### config.mk
export PLATFORM = sky130hd
export DESIGN_NAME = dcqr_packer_flat
export DESIGN_NICKNAME = d
export VERILOG_FILES = /design/src/hdl/dcqr_pkg.sv /design/src/hdl/dcqr_if.sv /design/src/hdl/dcqr_packer.sv /design/src/flat_wrapper.sv
export SDC_FILE = /design/constraint.sdc
export NUM_CORES = 1
export LEC_CHECK = 0
export ABC_CLOCK_PERIOD_IN_PS = 3950
export BUFFER_PORTS_ARGS = -buffer_cell sky130_fd_sc_hd__buf_2
export CAP_MARGIN = 25
export CORE_MARGIN = 8
export CORE_UTILIZATION = 45
export CTS_BUF_LIST = sky130_fd_sc_hd__clkbuf_4
export CTS_CLUSTER_SIZE = 14
export DETAILED_ROUTE_END_ITERATION = 12
export PLACE_DENSITY = 0.65
export SLEW_MARGIN = 20
export SYNTH_ARGS = -nofsm -noshare
export SYNTH_HDL_FRONTEND = slang
export SYNTH_SLANG_ARGS = --single-unit
### constraint.sdc
create_clock -name clk -period 3.95 [get_ports clk]
set_input_delay 0.79 -clock clk [delete_from_list [all_inputs] [get_ports clk]]
set_output_delay 0.79 -clock clk [all_outputs]
set_load 0.005 [all_outputs]
### src/hdl/dcqr_pkg.sv
// ---------------------------------------------------------------------------
// dcqr_pkg: shared types and constants for the DNS captive query responder
// Sizes of the packet store and the answer list, DNS field codes.
// ---------------------------------------------------------------------------
package dcqr_pkg;
  localparam int BufferBytes  = 512;
  localparam int MaxQuestions = 16;
  localparam int AW  = $clog2(BufferBytes);
  localparam int CW  = AW + 1;
  localparam int QW  = $clog2(MaxQuestions);
  localparam int QCW = QW + 1;

  localparam logic [15:0] FLAG_QR     = 16'h8000;
  localparam logic [15:0] FLAG_OPCODE = 16'h7800;
  localparam logic [15:0] FLAG_RESP   = 16'h8400;
  localparam logic [15:0] FLAG_RD     = 16'h0100;
  localparam logic [7:0]  LABEL_PTR   = 8'hC0;
  localparam logic [7:0]  LABEL_MAX   = 8'd63;
  localparam logic [7:0]  TTL_LOW     = 8'h3C;
  localparam logic [7:0]  PTR_HI      = 8'hC0;

  // Parser states
  typedef enum logic [13:0] {
    S_RECV  = 14'b00000000000001,
    S_HDR   = 14'b00000000000010,
    S_LAB   = 14'b00000000000100,
    S_LABW  = 14'b00000000001000,
    S_TC    = 14'b00000000010000,
    S_TCW   = 14'b00000000100000,
    S_QEND  = 14'b00000001000000,
    S_COPY  = 14'b00000010000000,
    S_COPYW = 14'b00000100000000,
    S_ANS   = 14'b00001000000000,
    S_ANSW  = 14'b00010000000000,
    S_DROP  = 14'b00100000000000,
    S_FLUSH = 14'b01000000000000,
    S_DONE  = 14'b10000000000000
  } st_t;

  // Packer control
  typedef struct packed {
    logic       push;
    logic [7:0] data;
    logic       fin;
    logic       drop;
  } pk_t;
endpackage

### src/hdl/dcqr_if.sv


interface dcqr_resp_if;
  logic        valid;
  logic        ready;
  logic [63:0] resp_word;
  logic [3:0]  word_bytes;
  logic        last_word;
  logic        answered;
  modport source (output valid, resp_word, word_bytes, last_word, answered, input ready);
  modport sink (input valid, resp_word, word_bytes, last_word, answered, output ready);
endinterface

### src/hdl/dcqr_packer.sv
// ---------------------------------------------------------------------------
// dcqr_packer: byte to word packer with output register
// Collects response bytes into left-aligned 8-byte words.
// ---------------------------------------------------------------------------
module dcqr_packer import dcqr_pkg::*; (
  input  logic       clk,
  input  logic       rst_n,
  input  pk_t        pk,
  output logic       busy,
  dcqr_resp_if.source out_ch
);
  logic [63:0] acc_r, acc_nxt;
  logic [3:0]  cnt_r, cnt_nxt;
  logic        ov_r, ov_nxt;
  logic [63:0] ow_r, ow_nxt;
  logic [3:0]  ob_r, ob_nxt;
  logic        ol_r, ol_nxt, oa_r, oa_nxt;

  assign busy = ov_r;
  assign out_ch.valid = ov_r;
  assign out_ch.resp_word = ow_r;
  assign out_ch.word_bytes = ob_r;
  assign out_ch.last_word = ol_r;
  assign out_ch.answered = oa_r;

  // Place a byte, emit when full or on finish; a drop emits an empty last word
  always_comb begin
    logic [63:0] a;
    logic [3:0]  c;
    a = acc_r; c = cnt_r;
    acc_nxt = acc_r; cnt_nxt = cnt_r;
    ov_nxt = ov_r && !out_ch.ready;
    ow_nxt = ow_r; ob_nxt = ob_r; ol_nxt = ol_r; oa_nxt = oa_r;
    if (pk.drop) begin
      ov_nxt = 1'b1; ow_nxt = '0; ob_nxt = '0; ol_nxt = 1'b1; oa_nxt = 1'b0;
      acc_nxt = '0; cnt_nxt = '0;
    end else if (pk.push || pk.fin) begin
      if (pk.push) begin
        a = acc_r | ({56'd0, pk.data} << (6'd56 - {cnt_r[2:0], 3'b000}));
        c = cnt_r + 4'd1;
      end
      if (c == 4'd8 || (pk.fin && c != 4'd0)) begin
        ov_nxt = 1'b1; ow_nxt = a; ob_nxt = c; ol_nxt = pk.fin; oa_nxt = 1'b1;
        acc_nxt = '0; cnt_nxt = '0;
      end else begin
        acc_nxt = a; cnt_nxt = c;
      end
    end
  end

  always_ff @(posedge clk) begin
    if (!rst_n) begin
      ov_r <= 1'b0; cnt_r <= '0; acc_r <= '0;
    end else begin
      ov_r <= ov_nxt; cnt_r <= cnt_nxt; acc_r <= acc_nxt;
    end
    ow_r <= ow_nxt; ob_r <= ob_nxt; ol_r <= ol_nxt; oa_r <= oa_nxt;
  end
endmodule

### src/flat_wrapper.sv
// flat-port wrapper written by rule: the top's interface ports become plain ports
module dcqr_packer_flat import dcqr_pkg::*;
  (clk, rst_n, pk, busy, out_ch_valid, out_ch_resp_word, out_ch_word_bytes, out_ch_last_word, out_ch_answered, out_ch_ready);
  dcqr_resp_if out_ch_i ();
  input  logic clk;
  input  logic rst_n;
  input  pk_t pk;
  output logic busy;
  output wire logic [$bits(out_ch_i.valid)-1:0] out_ch_valid;
  output wire logic [$bits(out_ch_i.resp_word)-1:0] out_ch_resp_word;
  output wire logic [$bits(out_ch_i.word_bytes)-1:0] out_ch_word_bytes;
  output wire logic [$bits(out_ch_i.last_word)-1:0] out_ch_last_word;
  output wire logic [$bits(out_ch_i.answered)-1:0] out_ch_answered;
  input wire logic [$bits(out_ch_i.ready)-1:0] out_ch_ready;
  assign out_ch_valid = out_ch_i.valid;
  assign out_ch_resp_word = out_ch_i.resp_word;
  assign out_ch_word_bytes = out_ch_i.word_bytes;
  assign out_ch_last_word = out_ch_i.last_word;
  assign out_ch_answered = out_ch_i.answered;
  assign out_ch_i.ready = out_ch_ready;
  dcqr_packer u_core (.clk(clk), .rst_n(rst_n), .pk(pk), .busy(busy), .out_ch(out_ch_i));
endmodule
==> results.yml <==
cts:
  postCtsSetupBuffers: 0
  postCtsHoldBufs: 0
  cts_tree: "done"
  cts_resized: 0
  cts-root-buf: "clkbuf_4"
  clkLatencyLatePin_ns: 0.53
  cts.sinks: 139
  h-tree-depth: 4
  clockBufferDepth: 2
  cts_made_buffers: 17
  path_clk_slew_ns: 0.12
global_routing:
  grt_usage_pct: 16.6
  grt_antenna_before_repair: 0
  grt_pass1_vias: 4196
  grt_pass1_wl_mm: 21.5
  overflow: 0
  grt_max_degree: 82
yosys:
  synth-edff-count: 0
  yosysSeqAreaShare_pct: 49.3
  synth_nets: 583
  syn_inst: 568
  synth_area_leaders: "dfxtp_1 (49%), a221oi_2 (7.7%), nor3b_1 (5.1%)"
  yosysTopAreaCell: "dfxtp_1"
  avgSynthCellArea_um2: 9.94
  synth_top_area_share_pct: 49.3
  synth_ff_type: "dfxtp_1"
  synth_seq_cells: 139
  yosysWarnings: 0
  ys_async_sr_fraction_pct: 0
  ys_types: 41
  synth_area_um2: 5640
run_status:
  outcome: "finished, final reports clean"
die:
  die_h_um: 128
  fp.dieArea_um2: 16400
  num_io_pins: 86
  core_area_um2: 12400
  die_x_um: 128
  rows: 41
  initial_core_util_pct: 45.5
timing:
  tns_ns: 0
  worst_pin_slew_ns: 0.996
  hold_violations: 0
  max_freq_mhz: 332
  rsz0062_at_grt: "false"
  period_minus_slack_ns: 3.01
  setup_violations: 0
  period_share_pct: 76.3
  fin_worst_skew_ns: 0.0229
  slew_violations: 0
  relSlewSlack_pct: 33.6
final_layout:
  drive_above_1_share_pct: 30.2
  nNetsFinal: 637
  final_core_util_pct: 51.6
  multiInputGateArea_um2: 2350
  antenna_cells: 0
  seq_area_um2: 2780
  fill_cells: 1195
  syn_to_final_growth_pct: 13.4
detailed_routing:
  route.vias.total: 4284
  wl_met3_um: 918
  wl_mm: 13.6
  ant_nets: 0
  highest_layer: "met4"
  drt_first_iter_violations: 359
  wl_met2_mm: 6.33
  avgRoutedWirePerCell_um: 16.8
  remaining_drc_errors: 0
  wl_met1_mm: 6.18
  vias_per_cell: 5.31
  drt-pass1-iter-count: 4
hold_path:
  min-delay-path-class: "reg2reg"
critical_path:
  cp_data_arrival_time_ns: 3.44
  cp-start-kind: "flop"
  cp_cell_sequence: "ha_1 > xor2_2 > o31a_2 > a21o_4 > mux2_2"
  cp.buffers_inverters: 0
  endpoint_kind: "flop"
  crit_required_ns: 4.38
  criticalPathCategory: "reg2reg"
  cp_slowest_stage_delay_ns: 0.71
  critical-path-slowest-cell: "a21o_4"
  crit_family: "compound AO/OA/AOI/OAI gates"
  crit_fanout: 68
pwr:
  powerDensity_nw_per_um2: 453
  p_sw_share_pct: 26.1
  pwr-share-seq_pct: 51.0
  power_frac_comb_pct: 10.9
  power.leakage_nw: 2.63
  p_total_mw: 2.90
  power_frac_clock_pct: 38.1
  power.switching_uw: 755
  ir_drop_mv: 0.189
  p_int_mw: 2.14
placement:
  post-dp-hpwl_mm: 9.00
  io_buffers: 85
  gp_congestion: 0.755
flow_run:
  max-cap-violations: 0
==> path summary, 6_finish.rpt <==
path	startpoint	to	slack [ns]	cells after the start
setup / recovery	u_core.cnt_r[0]	u_core.out_ch.resp_word[53]	0.94	5
hold / removal	u_core.out_ch.answered	u_core.out_ch.answered	0.46	2
setup reg to reg	u_core.cnt_r[0]	u_core.out_ch.resp_word[53]	0.94	5
hold reg to reg	u_core.out_ch.answered	u_core.out_ch.answered	0.46	2
==> layout make-up <==
type / count / share of cell area (%)
multi-input combinational: 313 / 36.7
tap: 172 / 3.36
clock buffer: 18 / 2.11
clock inverter: 14 / 3.40
timing repair buffer: 92 / 7.47
inverter: 59 / 3.46
sequential: 139 / 43.5
==> through the flow <==
stage	std cells	hold WS, ns	cell area [µm²]	setup WS (ns)
final	807	0.460	6400	0.935
after CTS	807	0.456	6400	0.955
after detailed placement	775	0.451	6050	0.867
after global placement	775	0.441	6050	1.04
after global routing	807	0.453	6400	0.755
after floorplan	568	0.442	5640	1.66
==> cell usage in the layout (no fill, tap or decap), drive strengths merged <==
cell type	n
a31o	21
a31oi	11
a221o	1
inv	62
or2	1
and3b	2
nand4	1
xor2	3
nand2b	1
xnor2	1
or3	2
mux2i	1
o21ai	1
a21o	18
nor3b	39
nor4bb	1
dfxtp	139
nand2	3
buf	92
nor2b	38
nor2	48
nor3	29
clkinvlp	2
o31a	2
o31ai	1
a221oi	57
bufinv	5
mux2	10
ha	1
or4	1
clkinv	4
and3	1
a21oi	18
clkbuf	18
==> per-layer routing <==
layer | up-vias | GRT usage (%)
met3 | 12 | 5.24
met2 | 101 | 27.0
met4 | 0 | 5.24
li1 | 2112 | -
met1 | 2059 | 20.6
met5 | - | 0
==> cells by family after synthesis <==
| group | Yosys count | synth area share [%] |
|---|---|---|
| AND/OR/NAND/NOR | 167 | 16.8 |
| AO/OA/AOI/OAI | 130 | 21.5 |
| buffers and inverters | 116 | 9.22 |
| multiplexers | 11 | 2.17 |
| adder cells (fa/ha/maj) | 1 | 0.222 |
| flip-flops | 139 | 49.3 |
| XOR/XNOR | 4 | 0.754 |
==> cell usage after synthesis, types with 2 or more instances <==
cell      instances
and3b_1           2
inv_1            59
nor2_1           48
a221oi_1         28
or3_1             2
a21oi_1          17
buf_6             9
buf_1             2
a21o_1           17
clkbuf_1         34
nor3b_1          38
mux2_2           10
nand2_1           2
nor3_1           29
a221oi_2         29
a31oi_1          11
buf_2            11
dfxtp_1         139
nor2b_1          38
a31o_2           21
xor2_1            2
==> worst reg2reg max path: stages, from the launching register on <==
cell and delay [ns]:
dfxtp_1 0.67, ha_1 0.31, xor2_2 0.20, o31a_2 0.53
a21o_4 0.71, mux2_2 0.49
==> registers in the layout, indices dropped and copies added (netlist names) <==
name                      cells
u_core.out_ch.resp_word      64
u_core.out_ch.last_word       1
u_core.cnt_r                  4
u_core.busy                   1
u_core.out_ch.word_bytes      4
u_core.out_ch.answered        1
u_core.acc_r                 64
==> power groups by stage <==
stage / combinational (mW) / clock (mW) / sequential, mW
after floorplan: 0.214 / 0 / 1.51
after global placement: 0.314 / 0 / 1.51
after detailed placement: 0.321 / 0 / 1.51
after CTS: 0.322 / 1.12 / 1.48
after global routing: 0.348 / 1.18 / 1.49
final: 0.317 / 1.10 / 1.48
(Power assumes the default switching activity.)
